[config.mk]
export PLATFORM = sky130hd
export DESIGN_NAME = cau_queue
export DESIGN_NICKNAME = d
export VERILOG_FILES = /design/src/rtl/cau_pkg.sv /design/src/rtl/cau_queue.sv
export SDC_FILE = /design/constraint.sdc
export NUM_CORES = 1
export LEC_CHECK = 0
export CORE_MARGIN = 2
export CORE_UTILIZATION = 30
export DETAILED_ROUTE_END_ITERATION = 6
export DONT_BUFFER_PORTS = 1
export GPL_ROUTABILITY_DRIVEN = 0
export PLACE_DENSITY = 0.47
export REMOVE_ABC_BUFFERS = 1
export SLEW_MARGIN = 40
export SYNTH_ARGS = -nofsm -noshare
export SYNTH_HDL_FRONTEND = slang
export SYNTH_SLANG_ARGS = --single-unit
[constraint.sdc]
create_clock -name clk -period 21.6 [get_ports clk]
set_input_delay 2.16 -clock clk [delete_from_list [all_inputs] [get_ports clk]]
set_output_delay 2.16 -clock clk [all_outputs]
set_load 0.02 [all_outputs]
[src/rtl/cau_pkg.sv]
`timescale 1ns / 1ps
// ---------------------------------------------------------------------------
// Complex arithmetic unit package
// Widths, operation codes, the queued item type and saturation helpers.
// ---------------------------------------------------------------------------
package cau_pkg;

  localparam int DATA_W    = 32;
  localparam int FRAC_BITS = 16;
  localparam int ADD_W     = DATA_W + 1;
  localparam int PROD_W    = 2 * DATA_W;
  localparam int WIDE_W    = PROD_W + 1;
  localparam int QUO_BITS  = DATA_W + 1;
  localparam int MAG_W     = QUO_BITS + 1;
  localparam int DIV_SH    = QUO_BITS - FRAC_BITS;
  localparam int QUE_DEPTH = 4;
  localparam int QUE_AW    = 2;

  localparam logic [3:0] ACT_ADD    = 4'd0;
  localparam logic [3:0] ACT_SUB    = 4'd1;
  localparam logic [3:0] ACT_MUL    = 4'd2;
  localparam logic [3:0] ACT_DIV    = 4'd3;
  localparam logic [3:0] ACT_EQ     = 4'd4;
  localparam logic [3:0] ACT_NE     = 4'd5;
  localparam logic [3:0] ACT_NEG    = 4'd6;
  localparam logic [3:0] ACT_CONJ   = 4'd7;
  localparam logic [3:0] ACT_INC_RE = 4'd8;
  localparam logic [3:0] ACT_DEC_RE = 4'd9;
  localparam logic [3:0] ACT_INC_IM = 4'd10;
  localparam logic [3:0] ACT_DEC_IM = 4'd11;

  localparam logic [2:0] KIND_NONE = 3'd0;
  localparam logic [2:0] KIND_ADD  = 3'd1;
  localparam logic [2:0] KIND_MUL  = 3'd2;
  localparam logic [2:0] KIND_DIV  = 3'd3;
  localparam logic [2:0] KIND_CMP  = 3'd4;

  localparam logic signed [ADD_W-1:0] ONE_Q = ADD_W'(2 ** FRAC_BITS);

  localparam logic signed [WIDE_W-1:0] SAT_HI =
    {{(WIDE_W - DATA_W + 1){1'b0}}, {(DATA_W - 1){1'b1}}};
  localparam logic signed [WIDE_W-1:0] SAT_LO =
    {{(WIDE_W - DATA_W + 1){1'b1}}, {(DATA_W - 1){1'b0}}};
  localparam logic [MAG_W-1:0] MAG_LIM = MAG_W'(1) << (DATA_W - 1);
  localparam logic [MAG_W-1:0] DIV_CAP = MAG_W'(1) << QUO_BITS;
  localparam logic [DATA_W-1:0] POS_MAX = {1'b0, {(DATA_W - 1){1'b1}}};
  localparam logic [DATA_W-1:0] NEG_MAX = {1'b1, {(DATA_W - 1){1'b0}}};

  typedef struct packed {
    logic [2:0]               kind;
    logic                     cmp;
    logic signed [DATA_W-1:0] a_re;
    logic signed [DATA_W-1:0] a_im;
    logic signed [DATA_W-1:0] b_re;
    logic signed [DATA_W-1:0] b_im;
    logic signed [ADD_W-1:0]  x_re;
    logic signed [ADD_W-1:0]  y_re;
    logic signed [ADD_W-1:0]  x_im;
    logic signed [ADD_W-1:0]  y_im;
  } item_t;

  typedef struct packed {
    logic [DATA_W-1:0] v;
    logic              ov;
  } sat_t;

  function automatic sat_t sat_wide(input logic signed [WIDE_W-1:0] x);
    sat_t r;
    if (x > SAT_HI) begin
      r.v  = POS_MAX;
      r.ov = 1'b1;
    end else if (x < SAT_LO) begin
      r.v  = NEG_MAX;
      r.ov = 1'b1;
    end else begin
      r.v  = x[DATA_W-1:0];
      r.ov = 1'b0;
    end
    return r;
  endfunction

  function automatic sat_t sat_mag(input logic neg, input logic [MAG_W-1:0] mag);
    sat_t             r;
    logic [MAG_W-1:0] t;
    t = ~mag + MAG_W'(1);
    if (neg) begin
      if (mag > MAG_LIM) begin
        r.v  = NEG_MAX;
        r.ov = 1'b1;
      end else begin
        r.v  = t[DATA_W-1:0];
        r.ov = 1'b0;
      end
    end else begin
      if (mag >= MAG_LIM) begin
        r.v  = POS_MAX;
        r.ov = 1'b1;
      end else begin
        r.v  = mag[DATA_W-1:0];
        r.ov = 1'b0;
      end
    end
    return r;
  endfunction

endpackage

[src/rtl/cau_queue.sv]
`timescale 1ns / 1ps
// ---------------------------------------------------------------------------
// Complex arithmetic unit item queue
// A short first-in first-out queue between the front end and the datapath.
// ---------------------------------------------------------------------------
module cau_queue (
  input  logic           clk,
  input  logic           rst,
  input  logic           push,
  input  cau_pkg::item_t din,
  output logic           full,
  input  logic           pop,
  output cau_pkg::item_t dout,
  output logic           avail
);

  localparam int AW = cau_pkg::QUE_AW;

  cau_pkg::item_t mem [cau_pkg::QUE_DEPTH];
  logic [AW-1:0]  wr_ptr;
  logic [AW-1:0]  rd_ptr;
  logic [AW:0]    count;

  assign full  = count == (AW + 1)'(cau_pkg::QUE_DEPTH);
  assign avail = count != '0;
  assign dout  = mem[rd_ptr];

  always_ff @(posedge clk) begin
    if (push) begin
      mem[wr_ptr] <= din;
    end
  end

  always_ff @(posedge clk) begin
    if (rst) begin
      wr_ptr <= '0;
      rd_ptr <= '0;
      count  <= '0;
    end else begin
      if (push) begin
        wr_ptr <= wr_ptr + AW'(1);
      end
      if (pop) begin
        rd_ptr <= rd_ptr + AW'(1);
      end
      if (push && !pop) begin
        count <= count + (AW + 1)'(1);
      end else if (pop && !push) begin
        count <= count - (AW + 1)'(1);
      end
    end
  end

endmodule

==> reports/metrics.cfg <==
[route]
top_layer_used = met4
final_antenna_net_count = 0
avgRoutedWirePerCell_um = 24.6
drc = 0
met2WireLength_um = 41500
firstDrtPassIters = 5
wl_met3_um = 9040
via_per_inst = 4.54
drt-met1-wl_um = 29400
drt_iter0_markers = 1129
num_vias = 15100
wirelength_um = 82000

[power_and_ir_drop]
irDropWorstVdd_v = 0.0000830
cellLeakagePower_nw = 13.4
powerDensity_mw_per_mm2 = 106

[placed_design]
port_buffers = 0
placed_area_mm2 = 0.0406
dp_hpwl_um = 50900

[synthesis]
synth_top_area_share_pct = 81.7
avgSynthCellArea_um2 = 27.3
async_reset_ff_share_pct = 0
synth_compound_area_share_pct = 0.0258
synth_top_family_by_area = multiplexers
synth-xor-area-share_pct = 0.113
synth_common_cells = 1056 x edfxtp_1, 264 x mux4_2, 29 x buf_12
synth-seq-cells = 1065
yosysWarnings = 0
synthFlopType = edfxtp_1
synth_edf_count = 1056
synthMuxAreaShare_pct = 15.4
syn_inst = 1423
syn-cell-area_mm2 = 0.0388
synthAdderAreaFrac_pct = 0.213
synth_most_common_cell = edfxtp_1
seq_area_frac_synth_pct = 82.2
yosys-top-cells-area = edfxtp_1 82%, mux4_2 15%, buf_12 1.5%
synth-simple-area-share_pct = 0.193
yosys.area.top_type = edfxtp_1
ys_types = 20

[min_path]
hold_class = reg2reg
whs_path_depth = 2

[cts]
htree_levels = 3
cts_setup_buffers = 0
numCtsBuffers = 111
cts-root-buf = clkbuf_16
cts_tree = done
cts.path.max_buffers = 3
clk_latency_ns = 0.70
cts_repair_resize_count = 0
cts_hold_buf = 0
clock_sinks = 1065
path_clk_slew_ns = 0.06

[flow_run]
max_cap_viol_count = 0

[finish]
final_cell_area_mm2 = 0.0444
multiInputGateArea_mm2 = 0.00619
fillerInstances = 11700
final_layout_size_suffix_gt1_share_pct = 29.3
area_growth_pct = 14.5
final_nets = 1781
final-seq-area_mm2 = 0.0319

[worst_setup_path]
critPathKind = reg2out
timing.critical_path.buf_inv = 3
crit_fanout = 62
worstPathArrival_ns = 3.45
crit_family = buffers and inverters
rr_worst_depth = 6
path_cells = buf_6 -> buf_12 -> buf_16 -> mux4_2
path_depth = 4
cp-start-kind = flop
cp_slowest_cell = mux4_2
critPathCaptureType = output port
critPathMaxStageDelay_ns = 0.69
cp.required_ns = 19.44

[global_route]
overflow = 0
grt_usage_pct = 12.2
antenna_found_initial = 0
grt_pass1_wl_um = 117000
grt_pass1_vias = 16300
grt_max_degree = 95

[floorplan]
die_area_mm2 = 0.132
die_w_um = 364
ioPinCount = 534
core_mm2 = 0.128
row_count = 131
start_util_pct = 30.3
die_y_um = 364

[sta]
post-route-min-period_ns = 5.61
slew_headroom_pct = 45.2
rsz0062_at_grt = false
fmax_ghz = 0.178
finalMaxSlewViolations = 0
setup_tns_ns = 0
finalHoldViolations = 0
skew_ns = 0.0225
setup_viol = 0
tightest_slew_ns = 0.822
finalCritPeriodShare_pct = 26.0

[status]
status = completed

[registers in the layout, summed over array words and instances (netlist names), named ones only]
| register | count |
|---|---|
| mem | 1056 |
| count | 3 |
| rd_ptr | 2 |
| wr_ptr | 2 |
[report_power, final]
part / switching (mW) / internal (mW)
clock network: 0.775 / 1.16
registers: 0.0240 / 2.38
logic: 0.266 / 0.130
[metal layers]
metal  vias up  track usage (%)
li1       6388                -
met4         0             3.82
met2       487             20.4
met3       125             6.52
met5         -                0
met1      8089             13.3
[placed cells by master (no fill, tap or decap), types with 7 or more instances in the layout]
master | Yosys | final
buf_12 | 29 | 8
buf_6 | 1 | 16
bufinv_16 | 0 | 16
clkbuf_1 | 4 | 13
clkbuf_16 | 0 | 115
clkinv_1 | 0 | 23
clkinv_2 | 0 | 22
dfxtp_1 | 9 | 7
edfxtp_1 | 1056 | 1056
mux4_2 | 264 | 264
nor2_1 | 7 | 7
[worst reg2reg max path, delay by kind of cell, from the launching register on]
family | cells | cell delay, ns
buffers and inverters | 4 | 1.80
flip-flops | 1 | 0.40
adder cells (fa/ha/maj) | 1 | 0.18
AND/OR/NAND/NOR | 1 | 0.43
[through the flow]
step | hold slack (ns) | instances | worst slack [ns] | util (%) | total power, mW
final | 0.517 | 3327 | 15.99 | 34.7 | 4.73
after global routing | 0.550 | 3325 | 15.62 | 34.7 | 4.91
after CTS | 0.512 | 3323 | 15.75 | 34.7 | 4.81
after detailed placement | 0.506 | 3121 | 16.57 | 31.8 | 2.86
after global placement | 0.499 | 3115 | 15.76 | 31.6 | 2.85
after floorplan | 0.455 | 1363 | 7.62 | - | 2.81
[cell type report]
| class | count | area share (%) |
|---|---|---|
| Sequential cell | 1065 | 71.8 |
| Multi-Input combinational cell | 294 | 13.9 |
| Clock buffer | 128 | 6.59 |
| Tap cell | 1729 | 4.87 |
| Clock inverter | 74 | 1.81 |
| Timing Repair Buffer | 31 | 0.974 |
| Inverter | 4 | 0.0338 |
| Antenna cell | 2 | 0.0113 |
[path summary, 6_finish.rpt]
check,slack [ns],start,end
setup reg to reg,18.43,wr_ptr[0],mem[3][134]
hold reg to reg,0.52,count[2],count[2]
hold / removal,0.52,count[2],count[2]
setup / recovery,15.99,flop,dout[61]
[kinds of logic (layout without fill, tap and decap cells)]
logic type / count (synthesis) / after routing
adders and majority gates: 6 / 6
DFF: 1065 / 1065
xor gates and xnor gates: 5 / 5
buffers and inverters: 64 / 237
muxes: 266 / 266
other: 0 / 2
and+or+nand+nor: 15 / 15
AOI/OAI and AO/OA: 2 / 2
No activity file was read; power rests on OpenSTA's default activity.
