**src/rtl/cau_pkg.sv**
```systemverilog
`timescale 1ns / 1ps
// ---------------------------------------------------------------------------
// Complex arithmetic unit package
// Widths, operation codes, the queued item type and saturation helpers.
// ---------------------------------------------------------------------------
package cau_pkg;

  localparam int DATA_W    = 32;
  localparam int FRAC_BITS = 16;
  localparam int ADD_W     = DATA_W + 1;
  localparam int PROD_W    = 2 * DATA_W;
  localparam int WIDE_W    = PROD_W + 1;
  localparam int QUO_BITS  = DATA_W + 1;
  localparam int MAG_W     = QUO_BITS + 1;
  localparam int DIV_SH    = QUO_BITS - FRAC_BITS;
  localparam int QUE_DEPTH = 4;
  localparam int QUE_AW    = 2;

  localparam logic [3:0] ACT_ADD    = 4'd0;
  localparam logic [3:0] ACT_SUB    = 4'd1;
  localparam logic [3:0] ACT_MUL    = 4'd2;
  localparam logic [3:0] ACT_DIV    = 4'd3;
  localparam logic [3:0] ACT_EQ     = 4'd4;
  localparam logic [3:0] ACT_NE     = 4'd5;
  localparam logic [3:0] ACT_NEG    = 4'd6;
  localparam logic [3:0] ACT_CONJ   = 4'd7;
  localparam logic [3:0] ACT_INC_RE = 4'd8;
  localparam logic [3:0] ACT_DEC_RE = 4'd9;
  localparam logic [3:0] ACT_INC_IM = 4'd10;
  localparam logic [3:0] ACT_DEC_IM = 4'd11;

  localparam logic [2:0] KIND_NONE = 3'd0;
  localparam logic [2:0] KIND_ADD  = 3'd1;
  localparam logic [2:0] KIND_MUL  = 3'd2;
  localparam logic [2:0] KIND_DIV  = 3'd3;
  localparam logic [2:0] KIND_CMP  = 3'd4;

  localparam logic signed [ADD_W-1:0] ONE_Q = ADD_W'(2 ** FRAC_BITS);

  localparam logic signed [WIDE_W-1:0] SAT_HI =
    {{(WIDE_W - DATA_W + 1){1'b0}}, {(DATA_W - 1){1'b1}}};
  localparam logic signed [WIDE_W-1:0] SAT_LO =
    {{(WIDE_W - DATA_W + 1){1'b1}}, {(DATA_W - 1){1'b0}}};
  localparam logic [MAG_W-1:0] MAG_LIM = MAG_W'(1) << (DATA_W - 1);
  localparam logic [MAG_W-1:0] DIV_CAP = MAG_W'(1) << QUO_BITS;
  localparam logic [DATA_W-1:0] POS_MAX = {1'b0, {(DATA_W - 1){1'b1}}};
  localparam logic [DATA_W-1:0] NEG_MAX = {1'b1, {(DATA_W - 1){1'b0}}};

  typedef struct packed {
    logic [2:0]               kind;
    logic                     cmp;
    logic signed [DATA_W-1:0] a_re;
    logic signed [DATA_W-1:0] a_im;
    logic signed [DATA_W-1:0] b_re;
    logic signed [DATA_W-1:0] b_im;
    logic signed [ADD_W-1:0]  x_re;
    logic signed [ADD_W-1:0]  y_re;
    logic signed [ADD_W-1:0]  x_im;
    logic signed [ADD_W-1:0]  y_im;
  } item_t;

  typedef struct packed {
    logic [DATA_W-1:0] v;
    logic              ov;
  } sat_t;

  function automatic sat_t sat_wide(input logic signed [WIDE_W-1:0] x);
    sat_t r;
    if (x > SAT_HI) begin
      r.v  = POS_MAX;
      r.ov = 1'b1;
    end else if (x < SAT_LO) begin
      r.v  = NEG_MAX;
      r.ov = 1'b1;
    end else begin
      r.v  = x[DATA_W-1:0];
      r.ov = 1'b0;
    end
    return r;
  endfunction

  function automatic sat_t sat_mag(input logic neg, input logic [MAG_W-1:0] mag);
    sat_t             r;
    logic [MAG_W-1:0] t;
    t = ~mag + MAG_W'(1);
    if (neg) begin
      if (mag > MAG_LIM) begin
        r.v  = NEG_MAX;
        r.ov = 1'b1;
      end else begin
        r.v  = t[DATA_W-1:0];
        r.ov = 1'b0;
      end
    end else begin
      if (mag >= MAG_LIM) begin
        r.v  = POS_MAX;
        r.ov = 1'b1;
      end else begin
        r.v  = mag[DATA_W-1:0];
        r.ov = 1'b0;
      end
    end
    return r;
  endfunction

endpackage

```
**src/rtl/cau_front.sv**
```systemverilog
`timescale 1ns / 1ps
// ---------------------------------------------------------------------------
// Complex arithmetic unit front end
// Decodes the action of an incoming item into an execution class and
// forms the addends and comparison outcome of the simple operations.
// ---------------------------------------------------------------------------
module cau_front (
  input  logic [3:0]                         action,
  input  logic signed [cau_pkg::DATA_W-1:0]  a_re,
  input  logic signed [cau_pkg::DATA_W-1:0]  a_im,
  input  logic signed [cau_pkg::DATA_W-1:0]  b_re,
  input  logic signed [cau_pkg::DATA_W-1:0]  b_im,
  output cau_pkg::item_t                     item
);

  localparam int AW = cau_pkg::ADD_W;

  logic signed [AW-1:0] ar, ai, br, bi;

  assign ar = AW'(a_re);
  assign ai = AW'(a_im);
  assign br = AW'(b_re);
  assign bi = AW'(b_im);

  always_comb begin
    item      = '0;
    item.kind = cau_pkg::KIND_NONE;
    item.a_re = a_re;
    item.a_im = a_im;
    item.b_re = b_re;
    item.b_im = b_im;
    case (action)
      cau_pkg::ACT_ADD: begin
        item.kind = cau_pkg::KIND_ADD;
        item.x_re = ar;
        item.y_re = br;
        item.x_im = ai;
        item.y_im = bi;
      end
      cau_pkg::ACT_SUB: begin
        item.kind = cau_pkg::KIND_ADD;
        item.x_re = ar;
        item.y_re = -br;
        item.x_im = ai;
        item.y_im = -bi;
      end
      cau_pkg::ACT_MUL: item.kind = cau_pkg::KIND_MUL;
      cau_pkg::ACT_DIV: item.kind = cau_pkg::KIND_DIV;
      cau_pkg::ACT_EQ: begin
        item.kind = cau_pkg::KIND_CMP;
        item.cmp  = (a_re == b_re) && (a_im == b_im);
      end
      cau_pkg::ACT_NE: begin
        item.kind = cau_pkg::KIND_CMP;
        item.cmp  = (a_re != b_re) || (a_im != b_im);
      end
      cau_pkg::ACT_NEG: begin
        item.kind = cau_pkg::KIND_ADD;
        item.x_re = -ar;
        item.x_im = -ai;
      end
      cau_pkg::ACT_CONJ: begin
        item.kind = cau_pkg::KIND_ADD;
        item.x_re = ar;
        item.x_im = -ai;
      end
      cau_pkg::ACT_INC_RE: begin
        item.kind = cau_pkg::KIND_ADD;
        item.x_re = ar;
        item.y_re = cau_pkg::ONE_Q;
        item.x_im = ai;
      end
      cau_pkg::ACT_DEC_RE: begin
        item.kind = cau_pkg::KIND_ADD;
        item.x_re = ar;
        item.y_re = -cau_pkg::ONE_Q;
        item.x_im = ai;
      end
      cau_pkg::ACT_INC_IM: begin
        item.kind = cau_pkg::KIND_ADD;
        item.x_re = ar;
        item.x_im = ai;
        item.y_im = cau_pkg::ONE_Q;
      end
      cau_pkg::ACT_DEC_IM: begin
        item.kind = cau_pkg::KIND_ADD;
        item.x_re = ar;
        item.x_im = ai;
        item.y_im = -cau_pkg::ONE_Q;
      end
      default: item.kind = cau_pkg::KIND_NONE;
    endcase
  end

endmodule

```
**config.mk**
```make
export PLATFORM = sky130hd
export DESIGN_NAME = cau_front
export DESIGN_NICKNAME = d
export VERILOG_FILES = /design/src/rtl/cau_pkg.sv /design/src/rtl/cau_front.sv
export SDC_FILE = /design/constraint.sdc
export NUM_CORES = 1
export LEC_CHECK = 0
export ABC_AREA = 1
export BUFFER_PORTS_ARGS = -buffer_cell sky130_fd_sc_hd__buf_4
export CORE_AREA = 2 2 154 156
export DETAILED_ROUTE_END_ITERATION = 7
export DIE_AREA = 0 0 156 158
export PLACE_DENSITY = 0.58
export RECOVER_POWER = 100
export SYNTH_ARGS = -nofsm -noshare
export SYNTH_HDL_FRONTEND = slang
export SYNTH_SLANG_ARGS = --single-unit
```
**constraint.sdc**
```tcl
create_clock -name vclk -period 3
set_clock_uncertainty 0.15 [all_clocks]
set_input_delay 0.3 -clock vclk [all_inputs]
set_output_delay 0.3 -clock vclk [all_outputs]
set_load 0.1 [all_outputs]
```
==> results.yml, run 1 <==
logic_synthesis:
  synth.area.top_cells: "nand2_1, buf_4, nand3_1"
  yosys.cell_types.count: 35
  ys_warn_count: 0
  netlist_area_um2: 6800
  synth_top_area_share_pct: 22.7
  syn_area_per_cell_um2: 4.84
  synth_nets: 1542
  syn-instance-count: 1406
  ys_seq_area_share_pct: 0
  yosysTopAreaCell: "nand2_1"
routing:
  num_vias: 9910
  dr.pass1.iters: 6
  wirelength_um: 35200
  wl_per_cell_um: 18.0
  antenna_left: 0
  viasPerCell: 5.07
  drt_iter0_markers: 641
  drc_errors: 0
finish:
  regArea_um2: 0
  final_common_cell: "nand2_1"
  layout.cells.most_common_list: "nand2_1, nor2_1, inv_1, buf_4, nand3_1"
  n_sequential_cell: 0
  nets: 1803
  nClkBuffers: 0
  multi_input_area_um2: 5100
  fin_cells: 1955
  area.growth.synth_to_final_pct: 25.2
  diodes: 0
  drive_above_1_share_pct: 21.1
  final_util_pct: 36.9
  fillers: 2823
sta:
  worstMarginPinSlew_ps: 1230
  setup_tns_ps: 0
  setup_viol: 0
  finalCritPeriodShare_pct: 93.9
  fmax_ghz: 0.355
  min_period_ps: 2820
  slew_headroom_pct: 18.2
  rsz0062_at_grt: "false"
  slew_viol_final: 0
  final-hold-violation-count: 0
place:
  place_hpwl_um: 29500
  place_congestion: 0.964
  place_inst: 1955
  io_buffer_count: 396
setup_path:
  crit_path_end_kind: "primary output"
  crit_required_ps: 2550
  critPathKind: "primary input to primary output"
  path_max_fanout: 15
  start_kind: "primary input"
  crit_start: "action[3]"
  arrival_ps: 2370
pwr:
  p_leak_nw: 4.34
  powerDensity_nw_per_um2: 295
  vdd_drop_max_mv: 0.313
floorplanning:
  fp.dieH_um: 158
  design.die.area_um2: 24600
  die_w_um: 156
  coreArea_um2: 23100
  ios: 396
  rows: 56
  start_util_pct: 29.5
grt:
  overflow: 0
  antenna_found_initial: 0
  grt_pass1_vias: 9168
  grt.total_usage_pct: 26.7
  grt_start_max_net_pins: 24
  grt_pass1_wl_um: 51400
clock_network:
  ctsResizeCount: 0
  cts_post_setup_buffers_inserted: 0
  postCtsHoldBufs: 0
min_path:
  hold_class: "primary input to primary output"
  hold_path_startpoint: "a_re[30]"
run_status:
  status: "finished, final reports clean"
flow_run:
  drv_cap: 0
-- power by group --
part           switching (W)  total [W]  internal [W]
Combinational        0.00211    0.00251      0.000406
Clock                      0          0             0
Sequential                 0          0             0
Total                0.00211    0.00251      0.000406
-- stage by stage --
step	total power, W	instance area (um^2)	setup slack [ps]	hold slack, ps
3_3_place_gp	0.00264	9250	390	792
4_1_cts	0.00265	9250	354	792
3_5_place_dp	0.00264	9250	352	792
2_1_floorplan	0.00205	6890	-495	662
6_report	0.00251	8520	183	923
5_1_grt	0.00262	8520	91.4	947
-- path summary, 6_finish.rpt --
check                  endpoint  cells past startpoint
worst max-delay path   item[53]                      8
worst min-delay path  item[129]                      4
-- cell families (layout without fill, tap and decap cells) --
| family | Yosys count | count (layout) | synth area share (%) |
|---|---|---|---|
| adders and majority gates | 4 | 4 | 0.736 |
| and+or+nand+nor | 856 | 856 | 55.1 |
| xor gates and xnor gates | 24 | 24 | 3.09 |
| AOI/OAI and AO/OA | 185 | 185 | 14.9 |
| buffers and inverters | 337 | 596 | 26.2 |
-- cell usage after synthesis, drive strengths merged --
cell type  count
o221ai         2
nand3b         3
o21ai        110
a31oi          2
ha             4
nor2         215
nor3          24
nand2        424
nor4           2
nand3        163
inv          186
or2            1
o32ai          2
a22oi          1
buf          144
o22ai         31
nand4         24
a311oi         1
a21oi         32
a211oi         1
xor2          24
clkbuf         7
o211ai         3
-- layout make-up --
type | count | share of cell area (%)
timing repair buffer | 410 | 27.7
multi-input combinational | 1069 | 59.9
inverter | 186 | 8.20
tap | 290 | 4.26
-- routing by layer --
layer | global-route usage [%] | up-vias | wire length, um
li1 | - | 4929 | -
met5 | 0 | - | 0
met2 | 53.5 | 420 | 18600
met3 | 1.86 | 32 | 2150
met1 | 31.2 | 4529 | 14000
met4 | 4.28 | 0 | 565
-- worst max-delay path, cell delays in order --
cell	delay [ps]
buf_4	130
nor2_4	180
nand2_2	210
inv_1	370
clkbuf_2	410
nand3_1	130
o21ai_1	150
buf_2	470
No activity file was read; power rests on OpenSTA's default activity.
==> run 2, diff against run 1 <==
- ABC_AREA: 1 -> not set
- PLACE_DENSITY: 0.58 -> 0.53
==> run 2 against run 1 <==
Effect of this change: area after synthesis is 16% lower; combinational power increased by 6%; critical path depth is 1 higher; die area stayed put; critical endpoint is now item[65]; largest power group unchanged.
==> results.yml, run 2 <==
logic_synthesis:
  synth_top_area_share_pct: 16.9
  yosys-top-cells-count: "buf_4, xor2_1, o21ai_0"
  ys_warn_count: 0
  netlist_area_um2: 5680
  syn-instance-count: 906
  ys_seq_area_share_pct: 0
  yosysTopAreaCell: "buf_4"
  synth_nets: 1042
  synth.most_common_cell: "buf_4"
  syn_area_per_cell_um2: 6.27
  yosys.cell_types.count: 49
  synth.area.top_cells: "buf_4, xor2_1, o21ai_0"
floorplanning:
  coreArea_um2: 23100
  ios: 396
  design.die.area_um2: 24600
  die_w_um: 156
  rows: 56
  start_util_pct: 24.7
  fp.dieH_um: 158
pwr:
  vdd_drop_max_mv: 0.166
  p_leak_nw: 3.80
  powerDensity_nw_per_um2: 297
min_path:
  hold_class: "primary input to primary output"
sta:
  worstMarginPinSlew_ps: 1240
  slew_viol_final: 0
  slew_headroom_pct: 17.4
  final-hold-violation-count: 0
  min_period_ps: 2950
  setup_viol: 0
  rsz0062_at_grt: "true"
  finalCritPeriodShare_pct: 98.4
  fmax_ghz: 0.339
place:
  io_buffer_count: 396
  place_hpwl_um: 27200
  place_area_um2: 9490
  place_congestion: 0.877
grt:
  grt_start_max_net_pins: 52
  overflow: 0
  grt.total_usage_pct: 25.4
  antenna_found_initial: 0
  grt_pass1_wl_um: 47800
  grt_pass1_vias: 7524
routing:
  num_vias: 8100
  wirelength_um: 33500
  viasPerCell: 5.37
  dr.pass1.iters: 5
  antenna_left: 0
  drc_errors: 0
  wl_per_cell_um: 22.2
  drt_iter0_markers: 518
finish:
  nets: 1356
  final_area_um2: 8970
  n_sequential_cell: 0
  area.growth.synth_to_final_pct: 57.9
  diodes: 0
  nClkBuffers: 0
  layout.cells.most_common_list: "buf_4, clkbuf_1, xor2_1, o21ai_0, nor2_1"
  fillers: 2631
  drive_above_1_share_pct: 42.0
  final_common_cell: "buf_4"
  regArea_um2: 0
  final_util_pct: 38.9
setup_path:
  slowest_delay_ps: 570
  critPathKind: "primary input to primary output"
  path_cells: "clkbuf_4, or4_4, or4b_4, nor4_4, buf_4, buf_4, a211oi_1, a21o_1, buf_8"
  worst-path-buf-inv: 4
  cpLargestDelayFamily: "simple AND/OR/NAND/NOR gates"
  crit_required_ps: 2550
  crit_path_end_kind: "primary output"
  critPathSlowestCell: "or4b_4"
  start_kind: "primary input"
  path_common_cell: "buf_4"
  path_max_fanout: 7
  arrival_ps: 2500
clock_network:
  cts_post_setup_buffers_inserted: 0
  postCtsHoldBufs: 0
flow_run:
  drv_cap: 0
run_status:
  status: "finished, final reports clean"
==> run 2: cell families (layout without fill, tap and decap cells) <==
| kind of cell | after synthesis | after routing | share of synthesized area (%) |
|---|---|---|---|
| AO/OA/AOI/OAI | 263 | 263 | 29.8 |
| XOR/XNOR | 109 | 109 | 16.8 |
| adder cells (fa/ha/maj) | 4 | 4 | 0.881 |
| buffers and inverters | 215 | 527 | 22.7 |
| multiplexers | 5 | 5 | 0.881 |
| AND/OR/NAND/NOR | 310 | 310 | 28.9 |
==> run 2: cell type report <==
cell class	count	area [um^2]	area share, %
multi-input cells	691	5300	59.1
repair buffers	500	3210	35.7
well taps	290	363	4.04
inverters	27	101	1.13
==> run 2: worst paths after layout <==
| path | to | startpoint | cells after the start | slack [ps] |
|---|---|---|---|---|
| max | item[65] | a_im[15] | 9 | 50 |
| min | item[120] | a_re[21] | 3 | 860 |
==> run 2: where the power goes <==
| part | switching, W | internal (W) | leakage [nW] |
|---|---|---|---|
| Sequential | 0 | 0 | 0 |
| Combinational | 0.00213 | 0.000539 | 3.80 |
| Clock | 0 | 0 | 0 |
| Total | 0.00213 | 0.000539 | 3.80 |
==> run 2: metal layers <==
| layer | GRT usage, % | wire length [um] | share of wire, % |
|---|---|---|---|
| met1 | 31.5 | 13500 | 40 |
| met2 | 47.7 | 17300 | 52 |
| met3 | 2.87 | 2150 | 6.4 |
| met4 | 4.37 | 521 | 1.6 |
| met5 | 0 | 0 | 0 |
==> run 2: what timing repair did <==
item,CTS,global route
hold endpoints to repair,0,0
resized for setup,18,23
pin swaps,2,6
setup endpoints to repair,16,30
cloned,0,1
==> run 2: through the flow <==
step                      setup TNS [ps]  hold WS (ps)  std cells  worst slack, ps  power (W)
after CTS                              0           821       1507             3.01    0.00278
after global routing               -18.6           873       1508            -9.52    0.00277
after detailed placement            -820           821       1507             -153    0.00276
after global placement              -495           821       1507             -162    0.00276
after floorplan                    -6900           641        906             -771    0.00207
final                                  0           856       1508             47.2    0.00267
